$ cat src/rtl/ffd_pkg.sv
package ffd_pkg;

    // Item and register field widths
    localparam int SAMPLE_W = 24;
    localparam int CH_IN_W  = 3;
    localparam int DELAY_W  = 20;
    localparam int FB_W     = 15;
    localparam int MIX_W    = 16;
    localparam int FRAC_W   = 8;

    // APB configuration port
    localparam int PADDR_W = 4;
    localparam int PDATA_W = 32;

    localparam logic [1:0] REG_DELAY = 2'd0;
    localparam logic [1:0] REG_FB    = 2'd1;
    localparam logic [1:0] REG_MIX   = 2'd2;

    localparam logic [FB_W-1:0]  FB_MAX  = FB_W'(32735);
    localparam logic [MIX_W-1:0] MIX_MAX = MIX_W'(32768);

    // Shared multiplier and its product
    localparam int DIFF_W  = SAMPLE_W + 1;
    localparam int MUL_A_W = SAMPLE_W + 2;
    localparam int MUL_B_W = MIX_W + 1;
    localparam int PROD_W  = MUL_A_W + MUL_B_W;

    localparam logic signed [PROD_W-1:0] RND8   = PROD_W'(128);
    localparam logic signed [PROD_W-1:0] RND15  = PROD_W'(16384);
    localparam logic signed [PROD_W-1:0] SAT_HI = PROD_W'(8388607);
    localparam logic signed [PROD_W-1:0] SAT_LO = PROD_W'(-8388608);

    typedef struct packed {
        logic [DELAY_W-1:0] delay;
        logic [FB_W-1:0]    fb;
        logic [MIX_W-1:0]   mix;
    } t_cfg;

    // Microcode fields
    typedef enum logic [1:0] {
        SEQ_NEXT,
        SEQ_WAIT_IN,
        SEQ_WAIT_OUT,
        SEQ_JUMP
    } t_seq_op;

    typedef enum logic [1:0] {
        RD_NONE,
        RD_I0,
        RD_I1
    } t_rd_sel;

    typedef enum logic [2:0] {
        MUL_NONE,
        MUL_INTERP,
        MUL_FB,
        MUL_DRY,
        MUL_WET
    } t_mul_sel;

    typedef enum logic [3:0] {
        ALU_NOP,
        ALU_LATCH,
        ALU_POS,
        ALU_I1,
        ALU_D0,
        ALU_DIFF,
        ALU_DLY,
        ALU_STORE,
        ALU_ACC,
        ALU_OUT
    } t_alu_op;

    localparam int STEP_W = 4;
    typedef logic [STEP_W-1:0] t_step;

    localparam t_step STEP_IDLE   = 4'd0;
    localparam t_step STEP_POS    = 4'd1;
    localparam t_step STEP_RD0    = 4'd2;
    localparam t_step STEP_RD1    = 4'd3;
    localparam t_step STEP_DIFF   = 4'd4;
    localparam t_step STEP_INTERP = 4'd5;
    localparam t_step STEP_DLY    = 4'd6;
    localparam t_step STEP_FB     = 4'd7;
    localparam t_step STEP_STORE  = 4'd8;
    localparam t_step STEP_WRITE  = 4'd9;
    localparam t_step STEP_OUT    = 4'd10;
    localparam t_step STEP_LAST   = STEP_OUT;

    typedef struct packed {
        t_seq_op  seq;
        t_rd_sel  rd;
        t_mul_sel mul;
        t_alu_op  alu;
        logic     wr;
        t_step    target;
    } t_ctrl;

    // Program ROM: one control word per step.
    function automatic t_ctrl ucode(input t_step step);
        t_ctrl w;
        w = '{seq: SEQ_NEXT, rd: RD_NONE, mul: MUL_NONE, alu: ALU_NOP,
              wr: 1'b0, target: STEP_IDLE};
        case (step)
            STEP_IDLE: begin
                w.seq = SEQ_WAIT_IN;
                w.alu = ALU_LATCH;
            end
            STEP_POS: begin
                w.alu = ALU_POS;
            end
            STEP_RD0: begin
                w.rd  = RD_I0;
                w.alu = ALU_I1;
            end
            STEP_RD1: begin
                w.rd  = RD_I1;
                w.alu = ALU_D0;
            end
            STEP_DIFF: begin
                w.alu = ALU_DIFF;
            end
            STEP_INTERP: begin
                w.mul = MUL_INTERP;
            end
            STEP_DLY: begin
                w.alu = ALU_DLY;
            end
            STEP_FB: begin
                w.mul = MUL_FB;
            end
            STEP_STORE: begin
                w.alu = ALU_STORE;
                w.mul = MUL_DRY;
            end
            STEP_WRITE: begin
                w.wr  = 1'b1;
                w.alu = ALU_ACC;
                w.mul = MUL_WET;
            end
            STEP_OUT: begin
                w.seq    = SEQ_WAIT_OUT;
                w.alu    = ALU_OUT;
                w.target = STEP_IDLE;
            end
            default: begin
                w.seq    = SEQ_JUMP;
                w.target = STEP_IDLE;
            end
        endcase
        return w;
    endfunction

    function automatic logic signed [SAMPLE_W-1:0] sat24(input logic signed [PROD_W-1:0] v);
        logic signed [SAMPLE_W-1:0] r;
        if (v > SAT_HI) begin
            r = SAT_HI[SAMPLE_W-1:0];
        end else if (v < SAT_LO) begin
            r = SAT_LO[SAMPLE_W-1:0];
        end else begin
            r = v[SAMPLE_W-1:0];
        end
        return r;
    endfunction

endpackage

$ cat src/rtl/ffd_seq.sv
module ffd_seq import ffd_pkg::*; (
    input  logic  i_clk,
    input  logic  i_rst_n,
    input  logic  i_in_valid,
    input  logic  i_out_free,
    output t_ctrl o_ctrl,
    output logic  o_in_ready
);

    t_step r_step;
    t_step n_step;
    t_ctrl word;
    logic  go;

    assign word = ucode(r_step);

    always_comb begin
        case (word.seq)
            SEQ_NEXT:     go = 1'b1;
            SEQ_WAIT_IN:  go = i_in_valid;
            SEQ_WAIT_OUT: go = i_out_free;
            SEQ_JUMP:     go = 1'b1;
            default:      go = 1'b0;
        endcase
    end

    always_comb begin
        if (!go) begin
            n_step = r_step;
        end else if (word.seq == SEQ_WAIT_OUT || word.seq == SEQ_JUMP) begin
            n_step = word.target;
        end else begin
            n_step = r_step + STEP_W'(1);
        end
    end

    // A step whose condition is not met issues no datapath operation.
    always_comb begin
        o_ctrl = word;
        if (!go) begin
            o_ctrl.rd  = RD_NONE;
            o_ctrl.mul = MUL_NONE;
            o_ctrl.alu = ALU_NOP;
            o_ctrl.wr  = 1'b0;
        end
    end

    assign o_in_ready = (word.seq == SEQ_WAIT_IN);

    always_ff @(posedge i_clk) begin
        if (!i_rst_n) begin
            r_step <= STEP_IDLE;
        end else begin
            r_step <= n_step;
        end
    end

    a_step_range: assert property (@(posedge i_clk) disable iff (!i_rst_n)
        r_step <= STEP_LAST)
        else $error("sequencer step beyond program end");

    a_accept_starts: assert property (@(posedge i_clk) disable iff (!i_rst_n)
        (o_in_ready && i_in_valid) |=> (r_step == STEP_POS))
        else $error("accepted word did not start the program");

    a_out_returns: assert property (@(posedge i_clk) disable iff (!i_rst_n)
        (word.seq == SEQ_WAIT_OUT && i_out_free) |=> (r_step == STEP_IDLE))
        else $error("program did not return to idle after result");

endmodule

$ cat config.mk
export PLATFORM = sky130hd
export DESIGN_NAME = ffd_seq
export DESIGN_NICKNAME = d
export VERILOG_FILES = /design/src/rtl/ffd_pkg.sv /design/src/rtl/ffd_seq.sv
export SDC_FILE = /design/constraint.sdc
export NUM_CORES = 1
export LEC_CHECK = 0
export BUFFER_PORTS_ARGS = -buffer_cell sky130_fd_sc_hd__buf_2
export CORE_AREA = 2 2 39 41
export CTS_CLUSTER_SIZE = 8
export DETAILED_ROUTE_END_ITERATION = 12
export DIE_AREA = 0 0 41 43
export GPL_TIMING_DRIVEN = 1
export PLACE_DENSITY = 0.75
export SETUP_SLACK_MARGIN = 0.3
export SYNTH_ARGS = -nofsm -noshare
export SYNTH_HDL_FRONTEND = slang
export SYNTH_SLANG_ARGS = --single-unit
$ cat constraint.sdc
create_clock -name i_clk -period 3.5 [get_ports i_clk]
set_clock_uncertainty 0.2 [all_clocks]
set_input_delay 0.35 -clock i_clk [delete_from_list [all_inputs] [get_ports i_clk]]
set_output_delay 0.35 -clock i_clk [all_outputs]
set_load 0.01 [all_outputs]
==> results.txt, run 1 <==
The critical path is of the reg2out type. The most frequent standard cell in the layout excluding fill and tap cells is sky130_fd_sc_hd__buf_2. Across all layers, the routed design uses 579 vias. The run gives 40.69% as the effective utilization at floorplan. Ranked by total cell area, the synthesized netlist is headed by sky130_fd_sc_hd__dfxtp_1 14%, sky130_fd_sc_hd__ha_1 13%, sky130_fd_sc_hd__nor2_1 7.3%, sky130_fd_sc_hd__a21oi_1 7.1%, sky130_fd_sc_hd__buf_4 6.7%. The logs give 1384 µm² for the core box area and 0 for the setup fix buffers added after clock tree synthesis.

After synthesis, the mean cell area works out to 6.951 µm². Setup repair after global routing left no endpoint under its margin. The number of gates resized after CTS was 0. The share of synthesized area in the top cell type comes to 14.22%. Compared with the post-synthesis result, the final layout area differs by 16.22%.

TritonCTS built the clock tree. The root buffer cell is sky130_fd_sc_hd__clkbuf_4. The total overflow left after global routing is 0.

For the relative contribution of sequential cells to total power, the log shows 14.6%. Per report_power, the combinational group accounts for 73.7% of the total. In this run the vertical extent of the chip is 43 µm. The number of unique standard cell types used by synthesis was 30. Buffers inserted to repair hold after CTS numbered 0.

Clock-pin slew was measured on the worst setup and hold paths at 0.03 ns. The number of slew-limit violations in the final report was 0. Worst min-delay path class: in2reg. For this run, the post-layout net count is 109. For the final-report setup violation count, the log shows 0. The count of H-tree levels built during CTS is 1, and the worst hold margin is 0.2033 ns. Time the final worst path needs with I/O delays and setup: 2.912 ns.

The sequential fraction of the synthesis area was 14.22%. The reported leakage power was 0.3273 nW; the number of I/O port buffers was 16. Detailed placement finished with a half-perimeter wire length of 966.6 µm. For the total instance count after detailed placement, the log shows 110. Across the run, the number of max-cap violations was 0.

IR analysis of the VDD net gives a maximum drop of 0.3374 mV. In this run the remaining antenna-violating nets after routing total 0. The maximum net fanout on the critical path was 8. The floorplan step defined a die boundary enclosing 1763 µm². For the worst setup path, the data arrival time is 2.36 ns.

Of the cells placed in the final design, the portion with a size suffix greater than 1 is 27.84%. Before antenna repair, the detailed router went through 4 iterations. The run finished with clean final reports. Setup slack closes at 0.5876 ns. STA classifies the critical path endpoint as an output port.

The highest clock frequency the design can meet is 343.4 MHz. The largest registers in the layout are r_step: 4 flops. The combined global-route utilization of all metal layers is 15.49%. The highest-delay cell along the critical path is sky130_fd_sc_hd__dfxtp_1. Counting along the longest clock path gives a buffer depth of 2.

In this run, CTS created clock tree buffers numbering 3. The largest single stage delay on the critical path is 0.42 ns. The internal power component is 0.2249 mW, and the global-route wire length before repair is 1945 µm. The gate family responsible for the most delay along the worst path is compound AO/OA/AOI/OAI gates.

The number of buffers and inverters on the critical path is 2. The finished layout holds 113 standard cells, fillers aside. The run gives 563.0 µm² as the combined area of all synthesized cells.

The number of flip-flops in the largest register came out at 4. Clock tree synthesis found a total of 4 sinks. The ratio of total power to cell area is 715.8 nW/µm², and the post-synthesis sequential element count is 4.

The number of endpoints with negative hold slack in the final report was 0. The run gives 0 as the count of unresolved DRC violations after routing. For the site row count, the log shows 14. Counting stages on the worst path, the most repeated cell is sky130_fd_sc_hd__ha_1.

The cell count after synthesis came out at 81. The run gives 21 as the total I/O pin count. The run gives 0.8575 ns as the worst slack at placement. The diode insertion count for antenna repair is 0. Of the total power, the clock network draws 11.8%. In the layout the commonest cells are 16 x sky130_fd_sc_hd__buf_2, 11 x sky130_fd_sc_hd__nor2_1, 8 x sky130_fd_sc_hd__inv_1, 8 x sky130_fd_sc_hd__nand2_1, 8 x sky130_fd_sc_hd__a21oi_1. After the first detailed-routing iteration, the DRC count stood at 11.

The required time of the critical path is 2.95 ns, and the die boundary width is 41 µm. Entering global routing, the biggest net connects 14 pins. The number of warning messages in the yosys log was 0. Final estimated routing congestion in global placement: 0.7991. Net switching is 51.99% of the power. For the worst-skew pair, the clock arrives at the later sink with an insertion delay of 0.23 ns. The signal on the critical path passes through inv_1 > ha_1 > nand2b_1 > nor2_1 > ha_1 > a211oi_2 > a21oi_2 > o21ai_0 > a21oi_1 > buf_2.

The average via count per standard cell is 5.124, and the number of global-route vias before repair is 512. Summed over all instances, the cell type with the most area after synthesis is sky130_fd_sc_hd__dfxtp_1. At the end of the flow the core is filled with cells to 47.29%. The largest register by flop count is r_step.

The worst path uses 83.21% of the clock period. The worst setup path is launched from a register. Dividing the detail-routed wire length by the instance count gives 10.81 µm. The initial antenna violation count is 0. For the net switching component of the power, the log shows 0.2435 mW.

Setup total negative slack on the finished layout was measured at 0 ns. After detailed routing, the total wire length is 1222 µm.
## worst min-delay path, cell delays in order
cell and delay, ns:
sky130_fd_sc_hd__buf_2 0.10, sky130_fd_sc_hd__nand3_1 0.08, sky130_fd_sc_hd__o31ai_2 0.06
## cell type report
type / instances / area [µm²]
Fill cell: 151 / 729.5
Tap cell: 16 / 20.02
Sequential cell: 4 / 80.08
Clock buffer: 3 / 22.52
Timing Repair Buffer: 16 / 80.08
Multi-Input combinational cell: 66 / 421.7
Inverter: 8 / 30.03
## final timing paths
path | startpoint | endpoint | slack, ns | cells past startpoint
max reg2reg | r_step[0]$_SDFFE_PN0P_ | r_step[2]$_SDFFE_PN0P_ | 1.20 | 9
min reg2reg | r_step[0]$_SDFFE_PN0P_ | r_step[0]$_SDFFE_PN0P_ | 0.37 | 2
max | r_step[0]$_SDFFE_PN0P_ | o_ctrl[6] | 0.59 | 10
min | i_rst_n | r_step[0]$_SDFFE_PN0P_ | 0.20 | 3
## power groups by stage
stage               clock network [mW]  registers (mW)  logic (mW)
floorplan                            0          0.0650       0.261
global placement                     0          0.0682       0.340
detailed placement                   0          0.0688       0.346
CTS                             0.0582          0.0681       0.348
global route                    0.0596          0.0700       0.381
finish                          0.0551          0.0682       0.345
## per-layer routing
metal	GRT usage [%]	part of all wire, %
met5	0	0
met1	17.48	44
met3	0	4.9
met4	6.000	0
met2	28.44	51
## per-stage QoR
stage / instance area (µm²) / power [mW]
after global placement: 631.9 / 0.4082
after global routing: 654.4 / 0.5106
after CTS: 654.4 / 0.4738
final: 654.4 / 0.4684
after floorplan: 574.3 / 0.3264
after detailed placement: 631.9 / 0.4149
## synth_stat cells
library cell / number
sky130_fd_sc_hd__nor2_1: 11
sky130_fd_sc_hd__a21oi_1: 8
sky130_fd_sc_hd__inv_1: 8
sky130_fd_sc_hd__nand2_1: 8
sky130_fd_sc_hd__ha_1: 6
sky130_fd_sc_hd__buf_4: 5
sky130_fd_sc_hd__dfxtp_1: 4
sky130_fd_sc_hd__nand3_1: 4
sky130_fd_sc_hd__nand2b_1: 3
sky130_fd_sc_hd__a211oi_2: 2
sky130_fd_sc_hd__nor2b_1: 2
sky130_fd_sc_hd__o21ai_0: 2
sky130_fd_sc_hd__a21o_2: 1
sky130_fd_sc_hd__a21oi_2: 1
sky130_fd_sc_hd__a21oi_4: 1
sky130_fd_sc_hd__a31oi_1: 1
sky130_fd_sc_hd__and3_1: 1
sky130_fd_sc_hd__and3_2: 1
sky130_fd_sc_hd__buf_2: 1
sky130_fd_sc_hd__conb_1: 1
sky130_fd_sc_hd__nand3b_1: 1
sky130_fd_sc_hd__nor3_1: 1
sky130_fd_sc_hd__o211ai_1: 1
sky130_fd_sc_hd__o21a_1: 1
sky130_fd_sc_hd__o21ai_1: 1
sky130_fd_sc_hd__o21bai_2: 1
sky130_fd_sc_hd__o311ai_0: 1
sky130_fd_sc_hd__o31ai_2: 1
sky130_fd_sc_hd__o32ai_1: 1
sky130_fd_sc_hd__or2_1: 1
## cell families after synthesis
family                     share of synthesized area (%)
AOI/OAI and AO/OA                                  31.34
other                                             0.6660
buffers and inverters                              12.89
adders and majority gates                          13.33
DFF                                                14.22
and+or+nand+nor                                    27.56
Note: power is estimated with default switching activity, not from simulation.
==> inputs of run 2 (changes only) <==
--- a/config.mk
+++ b/config.mk
@@ -5,13 +5,14 @@
 export SDC_FILE = /design/constraint.sdc
 export NUM_CORES = 1
 export LEC_CHECK = 0
+export ABC_AREA = 1
 export BUFFER_PORTS_ARGS = -buffer_cell sky130_fd_sc_hd__buf_2
 export CORE_AREA = 2 2 39 41
 export CTS_CLUSTER_SIZE = 8
 export DETAILED_ROUTE_END_ITERATION = 12
 export DIE_AREA = 0 0 41 43
 export GPL_TIMING_DRIVEN = 1
-export PLACE_DENSITY = 0.75
+export PLACE_DENSITY = 0.72
 export SETUP_SLACK_MARGIN = 0.3
 export SYNTH_ARGS = -nofsm -noshare
 export SYNTH_HDL_FRONTEND = slang
==> constraint.sdc (replaced) <==
create_clock -name i_clk -period 2.9 [get_ports i_clk]
set_clock_uncertainty 0.2 [all_clocks]
set_input_delay 0.29 -clock i_clk [delete_from_list [all_inputs] [get_ports i_clk]]
set_output_delay 0.29 -clock i_clk [all_outputs]
set_load 0.01 [all_outputs]
==> run 2 against run 1 <==
Effect of this change:
- count of clock-buffer cells in the layout unchanged
- die area did not move
- register-to-register slack got worse by 0.59 ns
- sequential share of layout area increased by 0.65 points
- final area fell by 2.1%
- non-clock buffer count up 3
- via count shrank 8.6%
- synthesized area fell by 8.0%
- worst hold slack worse by 0.080 ns
- routed wire length fell by 16%
- highest routed layer unchanged
==> results.txt, run 2 <==
Worst min-delay path class: in2reg. The reported leakage power was 0.3696 nW. TritonCTS built the clock tree. The detailed router placed 529 vias in this run. The core region is 1384 µm². In this run the tool buffered the top-level ports with 16 buffer cells. The count of max-cap constraint violations is 0. Yosys mapped a number of flops with a built-in enable equal to 0.

The cell type contributing the most total cell area after synthesis was sky130_fd_sc_hd__dfxtp_1. The first routing iteration left 7 violations. The tree is rooted in a sky130_fd_sc_hd__clkbuf_4. The reg-to-reg endpoint was r_step[3]$_SDFFE_PN0P_. Summing all multi-input logic gate instances after layout gives 371.6 µm². Counting along the longest clock path gives a buffer depth of 2. Global routing used 12.27% of the available tracks across all layers.

In the layout the commonest cells are 16 x sky130_fd_sc_hd__buf_2, 12 x sky130_fd_sc_hd__nor2_1, 10 x sky130_fd_sc_hd__nand2_1, 7 x sky130_fd_sc_hd__inv_1, 7 x sky130_fd_sc_hd__nand3_1. The Yosys step of the flow raised 0 warnings. The run gives 0 ns as the final sum of negative setup slack. The run finished with clean final reports.

Buffers inserted during clock tree synthesis total 3. The time the final worst path needs with I/O delays and setup works out to 2.463 ns. The dominant register cell in the synthesized netlist was sky130_fd_sc_hd__dfxtp_1.

The storage element area was 82.58 µm². The worst hold path passes through 3 cells. The number of unique standard cell types used by synthesis is 23, and the share of post-route cells with drive strength above 1 is 38.78%. The launching element type of the critical path is a register.

The post-synthesis sequential element count is 4, and the number of nets with antenna violations after routing is 0. The logs give 0 for the final-report setup violation count and 21 for the total I/O pin count. The tools report the number of endpoints with negative hold slack in the final report as 0. The most frequent standard cell in the layout excluding fill and tap cells was sky130_fd_sc_hd__buf_2. For this design, the sink count on the clock tree is 4. In this run the vertical extent of the chip is 43 µm. Of all nets on the critical path, the largest fanout is 13.

For this run, the detailed router's first-pass iteration total came to 3. The tools report the site row count as 14. After synthesis, flip-flops and latches occupy 15.46% of the total area. Based on the critical path, the design can be clocked at up to 406.1 MHz.

The logs give 0 for the number of slew-limit violations in the final report and 2.41 ns for the required time of the critical path. The post-route fraction of the period consumed by the critical path came out at 84.92%. Measured along the x axis, the die boundary spans 41 µm. For this run, design rule violations remaining after detail routing come to 0. In this run the register-to-register setup slack is 0.61 ns. The average routed wire per standard cell is 8.974 µm. The congestion estimate from routability-driven global placement came to 0.7028. The final standard cell count with taps included and fillers excluded was 114; the initial antenna violation count was 0. For the total instance count after detailed placement, the log shows 109. The worst hold margin is 0.1233 ns. Clock-pin slew was measured on the worst setup and hold paths at 0.04 ns.

The count of H-tree levels built during CTS is 1. 0 antenna diodes ended up in the layout. The half-perimeter wire length after placement came out at 816.4 µm. The most common cell in the netlist was sky130_fd_sc_hd__nor2_1.

By area the synthesized netlist is led by sky130_fd_sc_hd__dfxtp_1 15%, sky130_fd_sc_hd__ha_1 14%, sky130_fd_sc_hd__nor2_1 8.7%, sky130_fd_sc_hd__nand2_1 8.0%, sky130_fd_sc_hd__nand3_1 6.8%. The combined area of all synthesized cells is 518.0 µm². Buffers inserted to repair hold after CTS numbered 0. The type of the setup path with the least slack was reg2out.

The floorplan die area is 1763 µm², and the fraction of synthesis flops using an asynchronous set or reset pin is 0%. The ratio of total power to cell area was 838.6 nW/µm²; the effective utilization at floorplan was 37.43%. The tools report the global-route wire length before repair as 1552 µm.

The startpoint identified for the worst register-to-register timing path is r_step[0]$_SDFFE_PN0P_. The register with the most flip-flops in the layout has 4 of them. Number of global-route vias before repair: 431. The source of the worst hold timing path was i_rst_n. STA puts the critical path data arrival time at 1.97 ns. Wires add up to 1023 µm. The average via count per standard cell was 4.640. Setup repair after global routing left no endpoint under its margin. In the synthesized netlist, the number of instances is 79. For the clock latency at the later pin of the worst-skew pair, the log shows 0.23 ns.

The per-instance average area after synthesis works out to 6.557 µm². Count of filler cells inserted in the layout: 160. From synthesis to final layout, the design area changed by 23.67%. For hold timing, the worst endpoint is r_step[3]$_SDFFE_PN0P_.

For the maximum number of pins on one net before global-route repair, the log shows 15. The number of cells on the worst reg-to-reg path is 14. The top cell type by area accounts for 15.46% of the synthesized area.

The largest registers in the layout are r_step: 4 flops. The final layout contains 110 nets. After synthesis, the most frequently instantiated cells are 12 x sky130_fd_sc_hd__nor2_1, 11 x sky130_fd_sc_hd__nand2_1, 7 x sky130_fd_sc_hd__inv_1, 7 x sky130_fd_sc_hd__nand3_1, 6 x sky130_fd_sc_hd__ha_1. Summed over all layers, the global routing overflow is 0. STA classifies the critical path endpoint as an output port. Counting flops per register, the top entry is r_step. For this run, the share of the core covered by cells in the final layout is 46.29%. VDD sags by at most 0.3363 mV.
run 2: changes by cell type after synthesis, sizes merged, moves of 3 or more:
| cell | before | now |
|---|---|---|
| a21oi | 10 | 4 |
| nand2 | 8 | 14 |
| nand2b | 3 | 0 |
| nand3 | 4 | 10 |
| nor2 | 11 | 15 |
| xor2 | 0 | 3 |
run 2: final cells by class:
cell class	instances	share of cell area, %
clock buffers	3	3.516
inverters	10	5.859
multi-input cells	62	58.01
flip-flops and latches	4	12.89
well taps	16	3.125
repair buffers	19	16.60
run 2: what timing repair did:
item / 4_1_cts / 5_1_grt
setup buffers: 0 / 2
resized for setup: 1 / 4
pin swaps: 0 / 0
cloned: 0 / 0
setup endpoints to repair: 9 / 10
run 2: metrics by stage:
stage | area (µm²) | total power, mW | setup WS [ns]
after floorplan | 529.3 | 0.3452 | 0.5181
after global placement | 591.8 | 0.4284 | 0.5696
after detailed placement | 591.8 | 0.4348 | 0.5261
after CTS | 616.8 | 0.5098 | 0.3266
after global routing | 640.6 | 0.5957 | 0.3180
final | 640.6 | 0.5372 | 0.4374
run 2: worst max path at each step:
stage / from / endpoint / slack [ns] / cells past startpoint
after floorplan: r_step[0]$_SDFFE_PN0P_ / o_ctrl[6] / 0.52 / 10
after global placement: r_step[0]$_SDFFE_PN0P_ / o_ctrl[7] / 0.57 / 11
after detailed placement: r_step[0]$_SDFFE_PN0P_ / o_ctrl[7] / 0.53 / 11
after CTS: r_step[0]$_SDFFE_PN0P_ / o_ctrl[7] / 0.33 / 11
after global routing: r_step[0]$_SDFFE_PN0P_ / o_ctrl[12] / 0.32 / 11
final: r_step[0]$_SDFFE_PN0P_ / o_ctrl[7] / 0.44 / 11
run 2: worst max-delay path, stage by stage (launching register included):
cell and delay [ns]:
sky130_fd_sc_hd__dfxtp_2 0.36, sky130_fd_sc_hd__inv_1 0.07, sky130_fd_sc_hd__ha_1 0.23, sky130_fd_sc_hd__nand2_2 0.13, sky130_fd_sc_hd__inv_1 0.06, sky130_fd_sc_hd__ha_1 0.28, sky130_fd_sc_hd__nor2_1 0.10, sky130_fd_sc_hd__nand2_1 0.05
sky130_fd_sc_hd__o21ai_1 0.09, sky130_fd_sc_hd__buf_6 0.17, sky130_fd_sc_hd__a41oi_1 0.05, sky130_fd_sc_hd__buf_2 0.15
run 2: per-layer routing:
metal	global-route usage (%)	vias to the layer above	wire, µm
met5	0	-	0
met4	6.000	0	0
met3	0	0	41
met2	19.69	11	481
met1	16.18	233	500
li1	-	285	-
run 2: cell families (layout without fill, tap and decap cells):
| kind of cell | Yosys count | count (layout) | synth area share (%) |
|---|---|---|---|
| other | 1 | 4 | 0.7239 |
| adder cells (fa/ha/maj) | 6 | 6 | 14.49 |
| XOR/XNOR | 3 | 3 | 5.073 |
| flip-flops | 4 | 4 | 15.46 |
| buffers and inverters | 16 | 32 | 15.94 |
| AO/OA/AOI/OAI | 8 | 8 | 8.695 |
| AND/OR/NAND/NOR | 41 | 41 | 39.61 |
run 2: report_power, final:
group | total (mW) | internal (mW) | switching [mW]
combinational | 0.385 | 0.165 | 0.220
clock | 0.0662 | 0.0461 | 0.0201
sequential | 0.0855 | 0.0695 | 0.0161
==> inputs of run 3 (changes only) <==
--- a/config.mk
+++ b/config.mk
@@ -12,7 +12,7 @@
 export DETAILED_ROUTE_END_ITERATION = 12
 export DIE_AREA = 0 0 41 43
 export GPL_TIMING_DRIVEN = 1
-export PLACE_DENSITY = 0.72
+export PLACE_DENSITY = 0.74
 export SETUP_SLACK_MARGIN = 0.3
 export SYNTH_ARGS = -nofsm -noshare
 export SYNTH_HDL_FRONTEND = slang
==> constraint.sdc (replaced) <==
create_clock -name i_clk -period 2.1 [get_ports i_clk]
set_clock_uncertainty 0.2 [all_clocks]
set_input_delay 0.21 -clock i_clk [delete_from_list [all_inputs] [get_ports i_clk]]
set_output_delay 0.21 -clock i_clk [all_outputs]
set_load 0.01 [all_outputs]
==> run 3 against run 2 <==
Effect of this change:
- the flow now finishes with violations (negative setup slack)
- sequential share of layout area decreased by 5.3 points
- die area is the same
- sequential power up 43%
- cell count rose by 21%
==> results.txt, run 3 (synthesized netlist as in run 2, its figures left out) <==
The launching element type of the critical path was a register. The worst register-to-register path begins at r_step[1]$_SDFFE_PN0P_. The critical path crosses 11 cells after its start point. For the combined area of the multi-input logic cells, the log shows 654.4 µm². For the count of H-tree levels built during CTS, the log shows 1.

TritonCTS built the clock tree. Setup repair after global routing could not meet its margin everywhere. The via total after detailed routing is 716.

Initial antenna violation count: 0. The maximum number of pins on one net before global-route repair was 7. The sequential cells in the finished layout cover a total of 87.58 µm². In this run, the number of DRC markers left after iteration 0 of detailed routing was 19. The worst slack at placement came out at -0.004132 ns. Compared with the post-synthesis result, the final layout area differs by 122.0%. Port buffering added 16 buffers. Maximum net fanout on the critical path: 5. The depth of the worst register-to-register path is 14, and the total routed wirelength is 2222 µm.

The checks that failed: negative setup slack. The highest cell delay on the worst timing path was 0.38 ns; the internal power component was 0.7495 mW. The fraction of power consumed by the clock network was 6.4%. After clock tree synthesis, the clock-pin slew on the worst setup and hold paths is 0.03 ns. Once placement completed, the tool counted placed cells totaling 114. Global routing finished with a remaining overflow of 0. The total area inside the core boundary comes to 1384 µm². The tools report the share of power burned in combinational logic as 84.9%.

The logs give -1.173 ns for the final sum of negative setup slack and 83.09% for the core utilization of the finished layout. The logs give 134 for the final net count and 1763 µm² for the floorplan die area. After detailed placement, the total cell area comes to 743.2 µm².

The run gives 8.7% as the relative contribution of sequential cells to total power. Global routing used 22.89% of the available tracks across all layers. The number of global-route vias before repair was 644.

For the finished layout, the period the worst path requires is 2.235 ns. For this design the top-level I/O count stands at 21. The critical path ends at o_ctrl[9].

The largest registers in the layout are r_step: 4 flops. The flow ran to the end, but the final reports show violations. Detailed placement finished with a half-perimeter wire length of 1031 µm. The reported leakage power was 0.5258 nW; the average routed wire per standard cell was 16.10 µm. The tools report the summed area of non-filler cells in the final layout as 1150 µm². The root buffer cell is sky130_fd_sc_hd__clkbuf_4. Highest-delay cell along the critical path: sky130_fd_sc_hd__dfxtp_4.

After floorplanning, the core was divided into 14 placement rows. The worst hold margin was 0.05600 ns. Signal arrival time at the worst endpoint: 1.82 ns. The tools report the reg-to-reg endpoint as r_step[3]$_SDFFE_PN0P_. The clock reaches the later pin of the worst-skew pair after 0.23 ns. The ratio of total power to cell area was 1221 nW/µm²; the overall power consumption was 1.404 mW. The library cell used most frequently in the layout, excluding fill and tap cells, is sky130_fd_sc_hd__buf_4.

The minimum setup slack in the final design came out at -0.1349 ns. Dividing the detail-routed via count by the number of cells gives 5.188. The critical path goes through inv_4 > ha_4 > nand2_4 > buf_4 > ha_1 > nand2_1 > nand2_2 > o21ai_4 > buf_6 > a21oi_2 > buf_2. The clock passes through at most 2 buffers. Of the cells placed in the final design, the portion with a size suffix greater than 1 is 77.05%. Excluding fillers, the count of instances in the completed layout stands at 138. More flip-flops sit in one register than any other, and that register is r_step.

In this run, CTS created clock tree buffers numbering 3. The first global-routing pass estimated 2760 µm of wire. The logs give 0.7238 for the final estimated routing congestion in global placement and 0.6981 mV for the worst-case vdd ir drop. Based on the critical path, the design can be clocked at up to 447.4 MHz.

Kind of end point of the critical path: an output port. The number of slew-limit violations in the final report is 0. Setup violations remaining at the end of the flow were counted as 12. The required time of the critical path came out at 1.69 ns. Broken down by cell family, the worst path's largest delay share belongs to buffers and inverters. The critical path contains buffers and inverters numbering 4 combined. The worst min-delay path class was in2reg. From left edge to right edge, the die measures 41 µm. In this run switching power makes up 46.62% of total power. The number of hold buffers added after CTS was 0. The number of endpoints with negative hold slack in the final report was 0. The type of the setup path with the least slack is reg2out.

The final critical path takes up 106.4% of the cycle. The count of filler cells inserted in the layout is 77, and the effective utilization at floorplan is 37.43%. For the count of max-cap constraint violations, the log shows 0. The library cells used most frequently in the layout, excluding fill and tap cells, are 22 x sky130_fd_sc_hd__buf_4, 13 x sky130_fd_sc_hd__buf_2, 8 x sky130_fd_sc_hd__buf_6. In this run the vertical extent of the chip is 43 µm. The length of the first detailed-routing pass in iterations was 4; the diode insertion count for antenna repair was 0.

The analysis attributes to net switching a power of 0.6545 mW. The logs give 0 for the number of nets with antenna violations after routing and 4 for the number of sinks on the clock net. The tools report the worst setup path startpoint as r_step[1]$_SDFFE_PN0P_. The setup check on the worst reg-to-reg path leaves a slack of -0.03 ns.

The register with the most flip-flops in the layout has 4 of them. In the routed design, unresolved DRC markers number 0.
==> run 3: cell types whose count changed in the layout (fill, tap and decap cells not counted), sizes merged <==
cell | before | now
buf | 19 | 43
==> run 3: power by group through the flow <==
stage	Sequential (mW)	Combinational, mW	Clock [mW]
floorplan	0.115	0.508	0
global placement	0.114	0.652	0
detailed placement	0.115	0.669	0
CTS	0.122	0.946	0.0964
global route	0.125	1.27	0.0989
finish	0.122	1.19	0.0904
==> run 3: final cells by class <==
cell class	count	share of cell area, %
Multi-Input combinational cell	62	56.91
Timing Repair Buffer	43	27.86
Sequential cell	4	7.617
Inverter	10	3.917
Clock buffer	3	1.959
Tap cell	16	1.741
==> run 3: timing repair <==
item	CTS	global route
cloned	0	0
pin swaps	13	12
buffers inserted	13	8
setup endpoints to repair	16	16
resized for setup	32	14
==> run 3: how the worst min path moves through the flow <==
stage / end / cells after the start / start / slack, ns
after floorplan: r_step[0]$_SDFFE_PN0P_ / 2 / i_rst_n / 0.16
after global placement: r_step[1]$_SDFFE_PN0P_ / 3 / i_rst_n / 0.27
after detailed placement: r_step[1]$_SDFFE_PN0P_ / 3 / i_rst_n / 0.29
after CTS: r_step[1]$_SDFFE_PN0P_ / 3 / i_rst_n / 0.05
after global routing: r_step[1]$_SDFFE_PN0P_ / 3 / i_rst_n / 0.07
final: r_step[1]$_SDFFE_PN0P_ / 3 / i_rst_n / 0.06
==> run 3: routing by layer <==
metal	wire, µm	share of wire (%)	GRT usage [%]
met1	868	39	25.72
met2	1178	53	40.31
met3	131	5.9	1.571
met4	43	1.9	10.67
met5	0	0	0
==> run 3: worst min-delay path: stages <==
cell and delay [ns]:
sky130_fd_sc_hd__buf_2 0.08, sky130_fd_sc_hd__nand2_2 0.07, sky130_fd_sc_hd__nor2_1 0.08
